--- src/rtl/ssp_pkg.sv ---
package ssp_pkg;

  localparam int unsigned QUOT_W     = 26;
  localparam int unsigned STEPS_W    = 31;
  localparam int unsigned POS_W      = 16;
  localparam int unsigned MOVE_W     = 32;
  localparam int unsigned SPR_W      = 16;
  localparam int unsigned MODE_W     = 4;
  localparam int unsigned RPM_W      = 16;
  localparam int unsigned PROD_W     = SPR_W + 1 + RPM_W;
  localparam int unsigned CFG_IDX_W  = 2;
  localparam int unsigned CFG_DATA_W = 16;
  localparam int unsigned DIV_CNT_W  = 5;

  localparam logic [QUOT_W-1:0]    PERIOD_NUMER = 26'd60000000;
  localparam logic [QUOT_W-1:0]    IDLE_PERIOD  = 26'd1000000;
  localparam int unsigned          RESET_PERIOD = 1000;
  localparam logic [DIV_CNT_W-1:0] DIV_LAST     = DIV_CNT_W'(QUOT_W - 1);

  localparam logic [SPR_W-1:0]  SPR_RESET  = 16'd200;
  localparam logic [MODE_W-1:0] MODE_RESET = 4'd4;
  localparam logic [RPM_W-1:0]  RPM_RESET  = 16'd0;
  localparam logic [MODE_W-1:0] MODE_MAX   = 4'd8;
  localparam logic [MODE_W-1:0] MODE_OVER  = 4'd4;

  localparam logic FUNC_TICK = 1'b0;
  localparam logic FUNC_MOVE = 1'b1;

  typedef enum logic [CFG_IDX_W-1:0] {
    CFG_SPR  = 2'd0,
    CFG_MODE = 2'd1,
    CFG_RPM  = 2'd2
  } cfg_idx_t;

  typedef enum logic [1:0] {
    ST_IDLE,
    ST_DIV,
    ST_FIN
  } ctrl_state_t;

  typedef struct packed {
    logic tick;
    logic move;
    logic div_step;
    logic div_fin;
  } ssp_cmd_t;

  typedef struct packed {
    logic div_last;
  } ssp_status_t;

endpackage

--- src/rtl/ssp_in_if.sv ---
interface ssp_in_if;
  import ssp_pkg::*;

  logic                     valid;
  logic                     ready;
  logic                     func;
  logic signed [MOVE_W-1:0] move_steps;

  modport source (output valid, func, move_steps, input ready);
  modport sink (input valid, func, move_steps, output ready);
endinterface

--- src/rtl/ssp_out_if.sv ---
interface ssp_out_if;
  import ssp_pkg::*;

  logic             valid;
  logic             ready;
  logic             step_pulse;
  logic             direction;
  logic [POS_W-1:0] position;
  logic             busy_res;

  modport source (output valid, step_pulse, direction, position, busy_res, input ready);
  modport sink (input valid, step_pulse, direction, position, busy_res, output ready);
endinterface

--- src/rtl/ssp_cfg_if.sv ---
interface ssp_cfg_if;
  import ssp_pkg::*;

  logic                  valid;
  logic                  ready;
  logic [CFG_IDX_W-1:0]  index;
  logic [CFG_DATA_W-1:0] data;

  modport source (output valid, index, data, input ready);
  modport sink (input valid, index, data, output ready);
endinterface

--- src/rtl/ssp_ctrl.sv ---
module ssp_ctrl (
  input  logic                 clk,
  input  logic                 rst_n,
  input  logic                 in_valid,
  input  logic                 in_func,
  output logic                 in_ready,
  output logic                 out_valid,
  input  logic                 out_ready,
  input  ssp_pkg::ssp_status_t status,
  output ssp_pkg::ssp_cmd_t    cmd
);
  import ssp_pkg::*;

  ctrl_state_t state_r, state_nxt;
  logic        out_valid_r, out_valid_nxt;
  logic        accept;

  assign in_ready  = (state_r == ST_IDLE) && (!out_valid_r || out_ready);
  assign accept    = in_valid && in_ready;
  assign out_valid = out_valid_r;

  always_comb begin
    cmd.tick     = accept && (in_func == FUNC_TICK);
    cmd.move     = accept && (in_func == FUNC_MOVE);
    cmd.div_step = (state_r == ST_DIV);
    cmd.div_fin  = (state_r == ST_FIN);

    if (accept) begin
      out_valid_nxt = 1'b1;
    end else if (out_ready) begin
      out_valid_nxt = 1'b0;
    end else begin
      out_valid_nxt = out_valid_r;
    end

    state_nxt = state_r;
    unique case (state_r)
      ST_IDLE: begin
        if (cmd.move) begin
          state_nxt = ST_DIV;
        end
      end
      ST_DIV: begin
        if (status.div_last) begin
          state_nxt = ST_FIN;
        end
      end
      ST_FIN: begin
        state_nxt = ST_IDLE;
      end
      default: begin
        state_nxt = ST_IDLE;
      end
    endcase
  end

  always_ff @(posedge clk) begin
    if (!rst_n) begin
      state_r     <= ST_IDLE;
      out_valid_r <= 1'b0;
    end else begin
      state_r     <= state_nxt;
      out_valid_r <= out_valid_nxt;
    end
  end

  a_no_accept_busy: assert property (@(posedge clk) disable iff (!rst_n)
    (state_r != ST_IDLE) |-> !in_ready)
    else $error("input accepted while the divider is running");

  a_move_starts_div: assert property (@(posedge clk) disable iff (!rst_n)
    cmd.move |=> (state_r == ST_DIV))
    else $error("move item did not start the period division");

  a_fin_returns: assert property (@(posedge clk) disable iff (!rst_n)
    (state_r == ST_FIN) |=> (state_r == ST_IDLE))
    else $error("controller did not return to idle after the division");

endmodule

--- src/rtl/ssp_dp.sv ---
module ssp_dp #(
  parameter int unsigned TIMER_WIDTH = 26
) (
  input  logic                              clk,
  input  logic                              rst_n,
  input  ssp_pkg::ssp_cmd_t                 cmd,
  output ssp_pkg::ssp_status_t              status,
  input  logic [ssp_pkg::SPR_W-1:0]         steps_per_rev,
  input  logic [ssp_pkg::MODE_W-1:0]        microstep_mode,
  input  logic [ssp_pkg::RPM_W-1:0]         rpm,
  input  logic signed [ssp_pkg::MOVE_W-1:0] move_steps,
  output logic                              step_pulse,
  output logic                              direction,
  output logic [ssp_pkg::POS_W-1:0]         position,
  output logic                              busy_res
);
  import ssp_pkg::*;

  localparam int unsigned EXT_W = (TIMER_WIDTH > QUOT_W) ? TIMER_WIDTH : QUOT_W;
  localparam logic [TIMER_WIDTH-1:0] TIMER_MAX = {TIMER_WIDTH{1'b1}};

  logic [POS_W-1:0]       pos_r, pos_nxt;
  logic [STEPS_W-1:0]     steps_r, steps_nxt;
  logic [TIMER_WIDTH-1:0] elapsed_r, elapsed_nxt;
  logic [TIMER_WIDTH-1:0] period_r, period_nxt;
  logic                   dir_r, dir_nxt;

  logic [PROD_W-1:0]      prod_r;
  logic                   rpm_zero_r;
  logic [QUOT_W-1:0]      quo_r, quo_nxt;
  logic [QUOT_W-1:0]      rem_r, rem_nxt;
  logic [DIV_CNT_W-1:0]   cnt_r;

  logic                   pulse_r;
  logic                   dir_out_r;
  logic [POS_W-1:0]       pos_out_r;
  logic                   busy_out_r;

  logic [SPR_W:0]         modulus;
  logic [MODE_W-1:0]      shift;
  logic [TIMER_WIDTH-1:0] el_inc;
  logic                   fire;
  logic [MOVE_W-1:0]      raw;
  logic [MOVE_W-1:0]      neg_mag;
  logic [STEPS_W-1:0]     mag;
  logic [QUOT_W:0]        trial;
  logic                   ge;
  logic [QUOT_W-1:0]      q_sel;
  logic [EXT_W-1:0]       q_ext;

  assign modulus = (steps_per_rev == '0) ? {1'b1, {SPR_W{1'b0}}} : {1'b0, steps_per_rev};
  assign shift   = (microstep_mode > MODE_MAX) ? MODE_OVER : microstep_mode;

  assign el_inc = (elapsed_r == TIMER_MAX) ? elapsed_r : elapsed_r + 1'b1;
  assign fire   = (steps_r != '0) && (el_inc >= period_r);

  assign raw     = move_steps;
  assign neg_mag = ~raw + 1'b1;
  assign mag     = raw[MOVE_W-1] ? (neg_mag[MOVE_W-1] ? {STEPS_W{1'b1}} : neg_mag[STEPS_W-1:0])
                                 : raw[STEPS_W-1:0];

  assign trial = {rem_r, quo_r[QUOT_W-1]};
  assign ge    = PROD_W'(trial) >= prod_r;
  assign q_sel = rpm_zero_r ? IDLE_PERIOD : quo_r;
  assign q_ext = EXT_W'(q_sel);

  assign status.div_last = (cnt_r == DIV_LAST);

  always_comb begin
    pos_nxt     = pos_r;
    steps_nxt   = steps_r;
    elapsed_nxt = elapsed_r;
    period_nxt  = period_r;
    dir_nxt     = dir_r;
    quo_nxt     = quo_r;
    rem_nxt     = rem_r;

    if (cmd.tick) begin
      elapsed_nxt = el_inc;
      if (fire) begin
        elapsed_nxt = '0;
        steps_nxt   = steps_r - 1'b1;
        if (dir_r) begin
          if (({1'b0, pos_r} + 1'b1) >= modulus) begin
            pos_nxt = '0;
          end else begin
            pos_nxt = pos_r + 1'b1;
          end
        end else begin
          if ((pos_r == '0) || ({1'b0, pos_r} >= modulus)) begin
            pos_nxt = POS_W'(modulus - 1'b1);
          end else begin
            pos_nxt = pos_r - 1'b1;
          end
        end
      end
    end

    if (cmd.move) begin
      steps_nxt = mag;
      dir_nxt   = !raw[MOVE_W-1] && (raw != '0);
      quo_nxt   = PERIOD_NUMER >> shift;
      rem_nxt   = '0;
    end

    if (cmd.div_step) begin
      quo_nxt = {quo_r[QUOT_W-2:0], ge};
      rem_nxt = ge ? QUOT_W'(PROD_W'(trial) - prod_r) : trial[QUOT_W-1:0];
    end

    if (cmd.div_fin) begin
      if (q_ext == '0) begin
        period_nxt = TIMER_WIDTH'(1);
      end else if (q_ext > EXT_W'(TIMER_MAX)) begin
        period_nxt = TIMER_MAX;
      end else begin
        period_nxt = TIMER_WIDTH'(q_ext);
      end
    end
  end

  always_ff @(posedge clk) begin
    if (!rst_n) begin
      pos_r     <= '0;
      steps_r   <= '0;
      elapsed_r <= TIMER_MAX;
      period_r  <= TIMER_WIDTH'(RESET_PERIOD);
      dir_r     <= 1'b1;
      cnt_r     <= '0;
    end else begin
      pos_r     <= pos_nxt;
      steps_r   <= steps_nxt;
      elapsed_r <= elapsed_nxt;
      period_r  <= period_nxt;
      dir_r     <= dir_nxt;
      if (cmd.move) begin
        cnt_r <= '0;
      end else if (cmd.div_step) begin
        cnt_r <= cnt_r + 1'b1;
      end
    end
  end

  always_ff @(posedge clk) begin
    quo_r <= quo_nxt;
    rem_r <= rem_nxt;
    if (cmd.move) begin
      prod_r     <= PROD_W'(modulus) * PROD_W'(rpm);
      rpm_zero_r <= (rpm == '0);
    end
    if (cmd.tick || cmd.move) begin
      pulse_r    <= cmd.tick && fire;
      dir_out_r  <= dir_nxt;
      pos_out_r  <= pos_nxt;
      busy_out_r <= (steps_nxt != '0);
    end
  end

  assign step_pulse = pulse_r;
  assign direction  = dir_out_r;
  assign position   = pos_out_r;
  assign busy_res   = busy_out_r;

  a_period_nonzero: assert property (@(posedge clk) disable iff (!rst_n)
    period_r != '0)
    else $error("step period reached zero");

  a_step_decrements: assert property (@(posedge clk) disable iff (!rst_n)
    (cmd.tick && fire) |=> (steps_r + 1'b1 == $past(steps_r)))
    else $error("issued step did not decrement the remaining count");

  a_move_keeps_elapsed: assert property (@(posedge clk) disable iff (!rst_n)
    cmd.move |=> $stable(elapsed_r))
    else $error("move item changed the elapsed counter");

endmodule

--- src/rtl/stepper_step_pulse_generator.sv ---
// Channel  Dir  Fields                                       Accepted when
// in_ch    in   func, move_steps                             in_ch.valid && in_ch.ready
// out_ch   out  step_pulse, direction, position, busy_res    out_ch.valid && out_ch.ready
// cfg_ch   in   index, data                                  cfg_ch.valid && cfg_ch.ready
//
// A tick item's result is registered at the same edge that takes it. A move item holds
// the input through the ST_DIV and ST_FIN states: its result is registered at once, then
// the period is found by a restoring divider that produces one quotient bit per cycle.
// Synchronous active-low reset; the configuration port is always ready.
// A result waiting on out_ch blocks only the next item until it is taken.
module stepper_step_pulse_generator #(
  parameter int unsigned TIMER_WIDTH = 26
) (
  input logic        clk,
  input logic        rst_n,
  ssp_in_if.sink     in_ch,
  ssp_out_if.source  out_ch,
  ssp_cfg_if.sink    cfg_ch
);
  import ssp_pkg::*;

  logic [SPR_W-1:0]  spr_r, spr_nxt;
  logic [MODE_W-1:0] mode_r, mode_nxt;
  logic [RPM_W-1:0]  rpm_r, rpm_nxt;

  ssp_cmd_t    cmd;
  ssp_status_t status;

  assign cfg_ch.ready = 1'b1;

  always_comb begin
    spr_nxt  = spr_r;
    mode_nxt = mode_r;
    rpm_nxt  = rpm_r;
    if (cfg_ch.valid) begin
      unique case (cfg_ch.index)
        CFG_SPR:  spr_nxt  = cfg_ch.data;
        CFG_MODE: mode_nxt = cfg_ch.data[MODE_W-1:0];
        CFG_RPM:  rpm_nxt  = cfg_ch.data;
        default: begin
        end
      endcase
    end
  end

  always_ff @(posedge clk) begin
    if (!rst_n) begin
      spr_r  <= SPR_RESET;
      mode_r <= MODE_RESET;
      rpm_r  <= RPM_RESET;
    end else begin
      spr_r  <= spr_nxt;
      mode_r <= mode_nxt;
      rpm_r  <= rpm_nxt;
    end
  end

  ssp_ctrl u_ctrl (
    .clk       (clk),
    .rst_n     (rst_n),
    .in_valid  (in_ch.valid),
    .in_func   (in_ch.func),
    .in_ready  (in_ch.ready),
    .out_valid (out_ch.valid),
    .out_ready (out_ch.ready),
    .status    (status),
    .cmd       (cmd)
  );

  ssp_dp #(
    .TIMER_WIDTH (TIMER_WIDTH)
  ) u_dp (
    .clk            (clk),
    .rst_n          (rst_n),
    .cmd            (cmd),
    .status         (status),
    .steps_per_rev  (spr_r),
    .microstep_mode (mode_r),
    .rpm            (rpm_r),
    .move_steps     (in_ch.move_steps),
    .step_pulse     (out_ch.step_pulse),
    .direction      (out_ch.direction),
    .position       (out_ch.position),
    .busy_res       (out_ch.busy_res)
  );

endmodule

--- src/flat_wrapper.sv ---
// flat-port wrapper written by rule: the top's interface ports become plain ports
module stepper_step_pulse_generator_flat import ssp_pkg::*;
#(
  parameter int unsigned TIMER_WIDTH = 26
)
  (clk, rst_n, in_ch_valid, in_ch_func, in_ch_move_steps, in_ch_ready, out_ch_valid, out_ch_step_pulse, out_ch_direction, out_ch_position, out_ch_busy_res, out_ch_ready, cfg_ch_valid, cfg_ch_index, cfg_ch_data, cfg_ch_ready);
  ssp_in_if in_ch_i ();
  ssp_out_if out_ch_i ();
  ssp_cfg_if cfg_ch_i ();
  input logic clk;
  input logic rst_n;
  input wire logic [$bits(in_ch_i.valid)-1:0] in_ch_valid;
  input wire logic [$bits(in_ch_i.func)-1:0] in_ch_func;
  input wire logic [$bits(in_ch_i.move_steps)-1:0] in_ch_move_steps;
  output wire logic [$bits(in_ch_i.ready)-1:0] in_ch_ready;
  output wire logic [$bits(out_ch_i.valid)-1:0] out_ch_valid;
  output wire logic [$bits(out_ch_i.step_pulse)-1:0] out_ch_step_pulse;
  output wire logic [$bits(out_ch_i.direction)-1:0] out_ch_direction;
  output wire logic [$bits(out_ch_i.position)-1:0] out_ch_position;
  output wire logic [$bits(out_ch_i.busy_res)-1:0] out_ch_busy_res;
  input wire logic [$bits(out_ch_i.ready)-1:0] out_ch_ready;
  input wire logic [$bits(cfg_ch_i.valid)-1:0] cfg_ch_valid;
  input wire logic [$bits(cfg_ch_i.index)-1:0] cfg_ch_index;
  input wire logic [$bits(cfg_ch_i.data)-1:0] cfg_ch_data;
  output wire logic [$bits(cfg_ch_i.ready)-1:0] cfg_ch_ready;
  assign in_ch_i.valid = in_ch_valid;
  assign in_ch_i.func = in_ch_func;
  assign in_ch_i.move_steps = in_ch_move_steps;
  assign in_ch_ready = in_ch_i.ready;
  assign out_ch_valid = out_ch_i.valid;
  assign out_ch_step_pulse = out_ch_i.step_pulse;
  assign out_ch_direction = out_ch_i.direction;
  assign out_ch_position = out_ch_i.position;
  assign out_ch_busy_res = out_ch_i.busy_res;
  assign out_ch_i.ready = out_ch_ready;
  assign cfg_ch_i.valid = cfg_ch_valid;
  assign cfg_ch_i.index = cfg_ch_index;
  assign cfg_ch_i.data = cfg_ch_data;
  assign cfg_ch_ready = cfg_ch_i.ready;
  stepper_step_pulse_generator #(.TIMER_WIDTH(TIMER_WIDTH)) u_core (.clk(clk), .rst_n(rst_n), .in_ch(in_ch_i), .out_ch(out_ch_i), .cfg_ch(cfg_ch_i));
endmodule
--- config.mk ---
export PLATFORM = sky130hd
export DESIGN_NAME = stepper_step_pulse_generator_flat
export DESIGN_NICKNAME = d
export VERILOG_FILES = /design/src/rtl/ssp_pkg.sv /design/src/rtl/ssp_in_if.sv /design/src/rtl/ssp_out_if.sv /design/src/rtl/ssp_cfg_if.sv /design/src/rtl/ssp_ctrl.sv /design/src/rtl/ssp_dp.sv /design/src/rtl/stepper_step_pulse_generator.sv /design/src/flat_wrapper.sv
export SDC_FILE = /design/constraint.sdc
export NUM_CORES = 1
export LEC_CHECK = 0
export ABC_CLOCK_PERIOD_IN_PS = 8250
export BUFFER_PORTS_ARGS = -buffer_cell sky130_fd_sc_hd__buf_2
export CAP_MARGIN = 10
export CORE_MARGIN = 2
export CORE_UTILIZATION = 63
export DETAILED_ROUTE_END_ITERATION = 10
export PLACE_DENSITY = 0.89
export SLEW_MARGIN = 5
export SYNTH_ARGS = -nofsm -noshare
export SYNTH_HDL_FRONTEND = slang
export SYNTH_SLANG_ARGS = --single-unit
--- constraint.sdc ---
create_clock -name clk -period 8.25 [get_ports clk]
set_input_delay 0 -clock clk [delete_from_list [all_inputs] [get_ports clk]]
set_output_delay 0 -clock clk [all_outputs]
set_load 0.01 [all_outputs]
Word level (Yosys, flattened, before mapping)
Cells that the tools add are included.
- flip-flop bits (word level): 249
- input bits: 56
- output and inout bits: 22
- logic and storage cells: 103
- add/subtract/negate cells: 9
- multipliers: 1
- $lt $le $gt $ge: 6
- equality and inequality tests: 8
- shift-type cells: 1
- muxes and demuxes: 28
- bitwise logic cells: 3
- reductions and logical operators: 28
- operator list (cell ; number):
    26-bit 2-to-1 mux ; 10
    31-bit 2-to-1 mux ; 5
    16-bit 2-to-1 mux ; 5
    31-bit nonzero test ; 2
    16-bit logical NOT ; 3
    27-bit by 33-bit >= comparator with 1-bit output ; 1
    17-bit by 16-bit multiplier with 33-bit output ; 1
    32-bit by 1-bit adder with 32-bit output (second input constant) ; 1
    32-bit NOT ; 1
    32-bit nonzero test ; 1
    16-bit by 1-bit subtractor with 16-bit output (second input constant) ; 2
    31-bit by 1-bit subtractor with 31-bit output (second input constant) ; 1
    26-bit by 1-bit adder with 26-bit output (second input constant) ; 1
    26-bit equality test (second input constant) ; 1
    26-bit >= comparator ; 1
    26-bit greater-than comparator (second input constant) ; 1
    26-bit logical NOT ; 1
    26-bit by 4-bit >> shifter with 26-bit output (first input constant) ; 1
    26-bit subtractor ; 1
    16-bit by 1-bit adder with 17-bit output (second input constant) ; 1
    16-bit by 17-bit >= comparator with 1-bit output ; 1
    17-bit >= comparator ; 1
    17-bit 2-to-1 mux ; 1
    16-bit by 1-bit adder with 16-bit output (second input constant) ; 1
    other kinds (18) ; 39

Logic depth before layout (Yosys ltp)
Gate-level depths: netlist (run 1).
- depth after elaboration: 8
- mapped depth: 29
- gate-level depth less buffers: 27

Hierarchy
Synthesis (run 1) repeated with hierarchy kept, for this count alone.
- cell total of the unflattened synthesis: 2784
- area total of the unflattened synthesis: 24758.7 µm²
- modules (own cells, without submodules) (module ; times used ; cells an instance ; area an instance (µm²) ; sequential area each (µm²)):
    ssp_dp ; 1 ; 2623 ; 23142.2 ; 5255.0
    stepper_step_pulse_generator ; 1 ; 143 ; 1441.4 ; 720.7
    ssp_ctrl ; 1 ; 18 ; 175.2 ; 60.1

Worst setup path after synthesis (run 1)
Ideal clock, no wire load.
- path kind: register to register
- start: register u_core.spr_r[0]
- end: register u_core.u_dp.prod_r[31] (data pin)
- setup time: 0.258 ns
- data arrival time: 7.327 ns
- data required time: 7.992 ns
- setup slack: 0.666 ns
- stages on the path, launching flop included: 26
- buffers on the path: 1
- period minus slack after synthesis: 7.584 ns
- cell sequence: dfxtp_1 or4_1 nor2_1 nand3_1 nor4_1 clkbuf_1 nand2_1 fa_1 fa_1 inv_1 fa_1 fa_1 fa_1 inv_1 fa_1 inv_1 ha_1 a21o_1 a21o_1 a21oi_1 o21ai_0 o41a_1 a2111oi_0 o21bai_1 a21oi_1 xnor2_1
- cells in the longest elaborated chain, start to end: 3
- ends and longest elaborated chain (element ; RTL line ; RTL):
    start, declared ; stepper_step_pulse_generator.sv:22 ; logic [SPR_W-1:0] spr_r, spr_nxt;
    start signal, assigned ; stepper_step_pulse_generator.sv:52 ; spr_r <= spr_nxt;
    16-bit logical NOT ; ssp_dp.sv:51 ; assign modulus = (steps_per_rev == '0) ? {1'b1, {SPR_W{1'b0}}} : {1'b0, steps_per_rev};
    17-bit 2-to-1 mux (*) ; ssp_dp.sv:51 ;
    17-bit by 16-bit multiplier with 33-bit output (*) ; ssp_dp.sv:148 ; prod_r <= PROD_W'(modulus) * PROD_W'(rpm);
    end signal, assigned ; ssp_dp.sv:148 ;
    end, declared ; ssp_dp.sv:28 ; logic [PROD_W-1:0] prod_r;
Mark *: on every way between the ends. The rest lies on a longest branch, timed or not.
A chain may end at the register's enable or synchronous reset.

Worst setup path in the final report (run 1)
- start: register u_core.spr_r[0]
- end: register u_core.u_dp.prod_r[32] (data pin)
Same word-level chain as after synthesis.

==> out/metrics.csv, run 1 <==
metric,value,unit
outcome,completed,
unrepaired setup endpoints after global routing,false,
drt pass-1 iters,5,
drt via density,6.23,
"most common cell after layout, fill and taps aside",inv_1,
row cnt,71,
number of global-route vias before repair,21600,
Syn Area/Cell,8.67,um2
later-pin clock latency in the skew report,580,ps
PostCTS Resize Cnt,0,
hpwl dp,46300,um
Final Cell Area,26400,um2
diode count,0,
headroom to the max-slew limit,18.3,%
TritonCTS clock tree,done,
critical path arrival,8150,ps
syn nets,3267,
Post-CTS Setup Bufs,0,
CTS Hold Bufs,50,
die height,200,um
min Tclk post-route,7840,ps
Max Fclk,128,MHz
GRT Total Usage,32.3,%
Multi-input gate area,16300,um2
skew final,9.93,ps
WL/cell,19.0,um
grt total ovfl,0,
WS Path Type,flop to flop,
final wirelength,63800,um
CTS Buf Count,29,
Mapped Area,24200,um2
Bufs and invs on worst path,3,
Slew @ Worst Pin,1230,ps
Slew Limit Fails,0,
Leak,12.1,nW
CP endpoint kind,flop,
sequential fraction of the synthesis area,24.9,%
"Top FF cell, synth",dfxtp_1,
CP Launch Type,flop,
most frequent cells in the layout,"inv_1, nand2_1, ha_1",
Async SR Flop Fraction,0,%
CP dominant cell by count,fa_1,
Power Density,141,nW/um2
Top-Level Pins,78,
data required time at the worst endpoint,8560,ps
first-pass GRT wire length,104000,um
Final period util,95.1,%
Placer Congestion,0.937,
initial antenna violation count,0,
Max Fanout on Critical Path,6,
"delay-heaviest family, CP",adder cells,
worst vdd ir,0.000179,V
"Warnings, synthesis",0,
Register Area,6040,um2
# nets final,3308,
share of layout cells above drive strength 1,6.41,%
Longest Clk Path Bufs,3,
Total Neg Setup Slack,0,ps
root buffer cell,clkbuf_16,
initial drt markers,2118,
Post-Syn Instances,2792,
DRC viols,0,
Post-synth EDFFs,105,
Max-cap violations,0,
largest net degree at the start of global routing,71,
placed cell area,24900,um2
die area,40000,um2
setup violators final,0,
DRT antenna net count,0,
Core Region,37800,um2
Yosys cell types,84,
"Reg clk slew, reported paths",60,ps
Fillers,2716,
Starting Density,64.1,%
CTS H-tree depth,1,
Chip Width,200,um
vias after detailed routing,21000,
number of buffers added on ports,76,
Max stage delay on crit path,610,ps
Final Hold Vio Count,0,
Hold WC Path Type,primary input to flop,
total power,3.71,mW
CP max-delay cell,or4_1,
register bit total from synthesis,249,
Synth-to-Final Area Change,8.87,%
clk sinks,249,
-- tightest hold or removal path, delay by kind of cell --
kind,cells,cell delay (ps)
AND/OR/NAND/NOR,1,90
AO/OA/AOI/OAI,2,200
buffers and inverters,1,110
XOR/XNOR,1,170
-- flip-flops by register name, indices dropped and copies added (netlist names) --
name	count
u_core.u_dp.steps_r	31
u_core.u_ctrl.state_r	2
u_core.u_dp.dir_r	1
u_core.rpm_r	16
u_core.mode_r	4
u_core.u_dp.busy_res	1
u_core.u_dp.direction	1
u_core.u_dp.cnt_r	5
u_core.u_dp.position	16
u_core.u_ctrl.out_valid	1
u_core.u_dp.elapsed_r	26
u_core.u_dp.rem_r	26
u_core.u_dp.rpm_zero_r	1
u_core.u_dp.prod_r	33
u_core.spr_r	16
u_core.u_dp.quo_r	26
u_core.u_dp.period_r	26
u_core.u_dp.step_pulse	1
u_core.u_dp.pos_r	16
-- power breakdown --
group	internal, mW	leakage, nW	switching [mW]
logic	0.384	9.44	0.591
clock network	0.710	0.453	0.550
registers	1.38	2.18	0.0977
-- worst paths after layout --
kind,slack [ps],depth (start not counted),end,from
min,30,5,u_core.u_dp.steps_r[25],in_ch_move_steps[24]
max reg2reg,410,25,u_core.u_dp.prod_r[32],u_core.spr_r[0]
min reg2reg,460,2,u_core.u_dp.period_r[19],u_core.u_dp.period_r[19]
max,410,25,u_core.u_dp.prod_r[32],u_core.spr_r[0]
-- cell usage after synthesis (all sizes together), types with 5 or more instances --
library cell | n | area [um2]
a31oi | 6 | 37.5
nor4 | 30 | 194
o22ai | 7 | 43.8
a211oi | 17 | 128
a221oi | 9 | 78.8
a21o | 39 | 293
buf | 15 | 67.6
nand3 | 56 | 280
fa | 209 | 4180
nor2 | 178 | 668
or2 | 6 | 37.5
and3 | 28 | 175
mux2i | 23 | 230
o32ai | 6 | 52.6
a21oi | 130 | 651
o311ai | 9 | 78.8
nand2 | 341 | 1280
dfxtp | 144 | 2880
o41ai | 6 | 52.6
or4 | 12 | 93.8
a221o | 21 | 210
xor2 | 52 | 455
o31ai | 18 | 140
nor2b | 17 | 106
clkbuf | 134 | 503
nor3 | 55 | 275
nand3b | 5 | 41.3
nand2b | 20 | 125
xnor2 | 96 | 841
inv | 352 | 1320
a2111oi | 5 | 50.0
o211ai | 14 | 105
nor3b | 5 | 37.5
and2 | 162 | 1020
o221ai | 7 | 61.3
nand4 | 30 | 188
o21a | 12 | 90.1
a21boi | 5 | 37.5
edfxtp | 105 | 3150
a311oi | 7 | 61.3
or3 | 21 | 131
o21ai | 89 | 445
a22oi | 23 | 173
ha | 210 | 2630
a32oi | 5 | 51.3
-- layer usage --
metal	routed length (um)	track usage, %	vias up
met5	0	0	-
met4	3550	17.8	0
met3	5190	6.01	292
met2	31100	54.8	1081
met1	24000	39.0	10100
li1	-	-	9466
-- cell families (layout without fill, tap and decap cells) --
kind of cell,count (synthesis),count (layout),share of synthesized area [%]
other,1,1,0.0155
AOI/OAI and AO/OA,468,468,13.0
and+or+nand+nor,978,978,19.7
muxes,27,27,1.14
DFF,249,249,24.9
xor gates and xnor gates,148,148,5.35
adders and majority gates,419,419,28.1
buffers and inverters,502,566,7.83
-- cell type report --
| type | instances | area share, % |
|---|---|---|
| multi-input combinational | 2041 | 61.9 |
| sequential | 249 | 22.9 |
| inverter | 353 | 5.03 |
| timing repair buffer | 159 | 4.30 |
| clock buffer | 37 | 2.98 |
| tap | 511 | 2.43 |
| clock inverter | 17 | 0.522 |
-- through the flow --
| step | worst slack (ps) | std cells | hold WS (ps) | utilization [%] |
|---|---|---|---|---|
| after floorplan | 666 | 2792 | 125 | - |
| after global placement | 795 | 3262 | 253 | 66.0 |
| after detailed placement | 563 | 3262 | 263 | 66.0 |
| after CTS | 548 | 3366 | 0.681 | 69.8 |
| after global routing | 8.25 | 3367 | 53.5 | 69.8 |
| final | 408 | 3367 | 27.8 | 69.8 |
Power figures use the tool's default switching activity.
==> run 2, diff against run 1 <==
Settings changed: CORE_UTILIZATION 63 to 35, PLACE_DENSITY 0.89 to 0.58.
==> out/metrics.csv, run 2 (synthesized netlist as in run 1, its figures left out) <==
metric,value,unit
number of global-route vias before repair,19200,
initial drt markers,1132,
"most common cell after layout, fill and taps aside",inv_1,
root buffer cell,clkbuf_16,
Longest Clk Path Bufs,3,
Hold WC Path Type,primary input to flop,
CTS Buf Count,34,
Layout Utilization,39.6,%
Final WS setup,573,ps
"Reg clk slew, reported paths",60,ps
WL/cell,16.9,um
Min Hold Slack,23.9,ps
die area,71300,um2
most frequent cells in the layout,"inv_1, nand2_1, ha_1",
drt via density,5.11,
Max Fanout on Critical Path,6,
R2R setup slack,570,ps
later-pin clock latency in the skew report,550,ps
Total Neg Setup Slack,0,ps
worst r2r dst,u_core.u_dp.prod_r[32],
skew final,23.3,ps
die height,267,um
CP endpoint kind,flop,
Final Hold Vio Count,0,
data required time at the worst endpoint,8550,ps
Non-Filler Instances,3801,
outcome,completed,
dpl cells,3698,
Synth-to-Final Area Change,12.2,%
largest net degree at the start of global routing,60,
Chip Width,267,um
Slew @ Worst Pin,1030,ps
largest registers,"u_core.u_dp.prod_r x33, u_core.u_dp.steps_r x31",
Power Density,147,nW/um2
Core Region,68600,um2
diode count,0,
Reg2Reg Depth,25,
Top-Level Pins,78,
Leak,12.2,nW
DRT antenna net count,0,
clk sinks,249,
# nets final,3319,
Max Fclk,130,MHz
Final period util,93.1,%
number of buffers added on ports,76,
final wirelength,64100,um
Register Area,6040,um2
TritonCTS clock tree,done,
GRT Total Usage,18.2,%
Fillers,6962,
unrepaired setup endpoints after global routing,false,
setup violators final,0,
Place WS,601,ps
hpwl dp,48100,um
headroom to the max-slew limit,31.1,%
vias after detailed routing,19400,
CTS H-tree depth,2,
WS Path Type,flop to flop,
Slew Limit Fails,0,
DRC viols,0,
"Most flops, register",u_core.u_dp.prod_r,
min Tclk post-route,7680,ps
CP max-delay cell,or4_1,
max reg flops,33,
Max stage delay on crit path,590,ps
worst vdd ir,0.000114,V
Placer Congestion,0.849,
crit path to,u_core.u_dp.prod_r[32],
Starting Density,35.3,%
row cnt,96,
share of layout cells above drive strength 1,7.35,%
CP dominant cell by count,fa_1,
Multi-input gate area,16300,um2
first-pass GRT wire length,104000,um
CP startpoint,u_core.spr_r[0],
grt total ovfl,0,
initial antenna violation count,0,
Max-cap violations,0,
critical path arrival,7980,ps
drt pass-1 iters,6,
CP Launch Type,flop,
Worst R2R Start,u_core.spr_r[0],
[run 2: cell count changes in the layout (fill, tap and decap cells not counted), sizes merged]
cell,change
buf,+15
clkinv,+1
bufinv,+4
inv,-4
dlygate4sd3,-9
clkbuf,+6
clkinvlp,+1
[run 2: how the worst min path moves through the flow]
stage	start	endpoint	slack (ps)	depth (start not counted)
after floorplan	cfg_ch_data[2]	u_core.mode_r[2]	130	2
after global placement	cfg_ch_data[14]	u_core.spr_r[14]	260	3
after detailed placement	cfg_ch_data[14]	u_core.spr_r[14]	260	3
after CTS	in_ch_move_steps[7]	u_core.u_dp.steps_r[7]	0.7	4
after global routing	in_ch_move_steps[11]	u_core.u_dp.steps_r[11]	40	5
final	cfg_ch_index[0]	u_core.mode_r[2]	20	4
[run 2: critical path, delay by kind of cell (launching register included)]
family	cells	cell delay (ps)
DFF	1	300
and+or+nand+nor	7	1810
xor gates and xnor gates	1	70
AOI/OAI and AO/OA	7	1730
buffers and inverters	3	150
adders and majority gates	7	3360
[run 2: timing repair]
item                                   in CTS  in global routing
endpoints found under the hold margin      60                  0
hold buffers                               41                  0
resized for setup                           0                  0
buffers inserted                            0                  0
[run 2: final cells by class]
class | count | area share, %
well taps | 931 | 4.29
multi-input cells | 2041 | 60.0
clock inverters | 19 | 0.953
flip-flops and latches | 249 | 22.2
inverters | 353 | 4.88
clock buffers | 43 | 3.41
repair buffers | 165 | 4.24
[run 2: where the power goes]
group | internal, mW | leakage, nW | switching, mW | total (mW)
Combinational | 0.382 | 9.47 | 0.583 | 0.965
Sequential | 1.38 | 2.18 | 0.0893 | 1.47
Clock | 0.962 | 0.576 | 0.599 | 1.56
[run 2: layer usage]
layer	track usage [%]	wire, um	vias to the layer above
met2	28.5	28500	493
met5	0	0	-
met4	5.44	1560	0
met3	2.85	3430	94
met1	25.6	30500	9346
li1	-	-	9488
[run 2: per-stage QoR]
stage	cell area, um2	total power [mW]
after floorplan	24200	2.16
after detailed placement	25600	2.44
final	27200	4.00
after CTS	27200	4.05
after global routing	27200	4.22
after global placement	25600	2.43
==> run 3, diff against run 2 <==
Settings changed: ABC_CLOCK_PERIOD_IN_PS 8250 to 7000, PLACE_DENSITY 0.58 to 0.6.
Clock period 8.25 ns to 7 ns, I/O delays scaled along.
==> out/metrics.csv, run 3 (synthesized netlist as in run 1, its figures left out) <==
metric,value,unit
outcome,completed,
Register Area,6040,um2
root buffer cell,clkbuf_16,
met3 Usage GRT,2.12,%
Synth-to-Final Area Change,13.8,%
WS Path Type,flop to flop,
"most common cell after layout, fill and taps aside",inv_1,
Max Fclk,146,MHz
final wirelength,62600,um
placed cell area,25800,um2
clk sinks,249,
number of global-route vias before repair,19200,
initial antenna violation count,0,
Max stage delay on crit path,550,ps
TritonCTS clock tree,done,
later-pin clock latency in the skew report,600,ps
"Reg clk slew, reported paths",60,ps
headroom to the max-slew limit,33.3,%
data required time at the worst endpoint,7340,ps
Core Region,68600,um2
"Most flops, register",u_core.u_dp.prod_r,
diode count,0,
Top-Level Pins,78,
Max-cap violations,0,
CP dominant cell by count,fa_1,
Hold WC Path Type,primary input to flop,
unrepaired setup endpoints after global routing,true,
Multi-input gate area,16400,um2
DRC viols,0,
Chip Width,267,um
grt total ovfl,0,
Fillers,6892,
largest registers,"u_core.u_dp.prod_r x33, u_core.u_dp.steps_r x31",
Power Density,167,nW/um2
die area,71300,um2
critical path arrival,7190,ps
Max Fanout on Critical Path,5,
Leak,12.4,nW
number of buffers added on ports,76,
Final period util,97.8,%
Final Hold Vio Count,0,
skew final,17.7,ps
GRT Max-Usage Layer,met2,
CTS H-tree depth,1,
drt pass-1 iters,5,
Starting Density,35.3,%
GRT Total Usage,17.4,%
Min Hold Slack,13.2,ps
CP endpoint kind,flop,
# nets final,3356,
WL/cell,16.3,um
drt via density,5.07,
worst vdd ir,0.000215,V
Final Cell Area,27600,um2
hpwl dp,47800,um
vias after detailed routing,19500,
share of layout cells above drive strength 1,8.64,%
Longest Clk Path Bufs,3,
CP Launch Type,flop,
first-pass GRT wire length,102000,um
largest net degree at the start of global routing,58,
row cnt,96,
die height,267,um
initial drt markers,1030,
Slew Limit Fails,0,
max reg flops,33,
Placer Congestion,0.860,
CTS Buf Count,29,
Slew @ Worst Pin,997,ps
setup violators final,0,
most frequent cells in the layout,"inv_1, nand2_1, fa_1",
GR Layer Usage met1,24.9,%
GR Util met2,28.4,%
DRT antenna net count,0,
CP max-delay cell,or4_4,
min Tclk post-route,6850,ps
run 3: cell types whose count changed in the layout (fill, tap and decap cells not counted), moves of 5 or more:
cell	change
clkinv_2	-5
dlygate4sd3_1	+10
buf_4	+31
clkinv_1	+5
clkbuf_16	-6
run 3: worst max-delay path: cells and delay by family (launching register included):
family,cells,cell delay (ps)
xor gates and xnor gates,1,80
AOI/OAI and AO/OA,7,1300
adders and majority gates,7,3130
DFF,1,310
buffers and inverters,3,150
and+or+nand+nor,7,1620
run 3: layout make-up:
| cell class | instances | share of cell area, % |
|---|---|---|
| multi-input combinational | 2041 | 59.7 |
| sequential | 249 | 21.9 |
| timing repair buffer | 207 | 5.46 |
| inverter | 353 | 4.81 |
| tap | 931 | 4.23 |
| clock buffer | 37 | 2.92 |
| clock inverter | 17 | 1.02 |
run 3: repair_timing:
item / 4_1_cts / 5_1_grt
buffers inserted: 0 / 7
gates cloned: 0 / 0
pin swaps: 1 / 25
hold buffers: 51 / 0
resized for setup: 0 / 13
setup endpoints to repair: 1 / 6
endpoints found under the hold margin: 76 / 0
run 3: worst paths after layout:
check                            from                       end  slack [ps]  depth (start not counted)
max                   u_core.spr_r[8]    u_core.u_dp.prod_r[32]         150                         25
min              in_ch_move_steps[19]   u_core.u_dp.steps_r[19]          10                          4
max reg2reg           u_core.spr_r[8]    u_core.u_dp.prod_r[32]         150                         25
min reg2reg  u_core.u_dp.period_r[16]  u_core.u_dp.period_r[16]         460                          2
run 3: power by group:
part / total (mW) / leakage [nW] / internal, mW / switching [mW]
Clock: 1.72 / 0.527 / 1.07 / 0.649
Combinational: 1.15 / 9.69 / 0.467 / 0.687
Sequential: 1.73 / 2.18 / 1.63 / 0.100
run 3: per-layer routing:
metal | routed length, um | part of all wire, % | up-vias
met5 | 0 | 0 | -
met4 | 1080 | 1.7 | 0
met3 | 2660 | 4.2 | 58
met2 | 28600 | 46 | 410
met1 | 30200 | 48 | 9426
li1 | - | - | 9562
run 3: through the flow:
stage	cells	util, %	TNS (ps)	setup slack, ps	total power, mW
floorplan	2792	-	0	28.3	2.55
global placement	3723	37.7	0	17.0	2.87
detailed placement	3723	37.7	-56.1	-56.1	2.87
CTS	3828	40.0	0	10.8	4.64
global route	3835	40.2	-142	-100	4.86
finish	3835	40.2	0	151	4.60
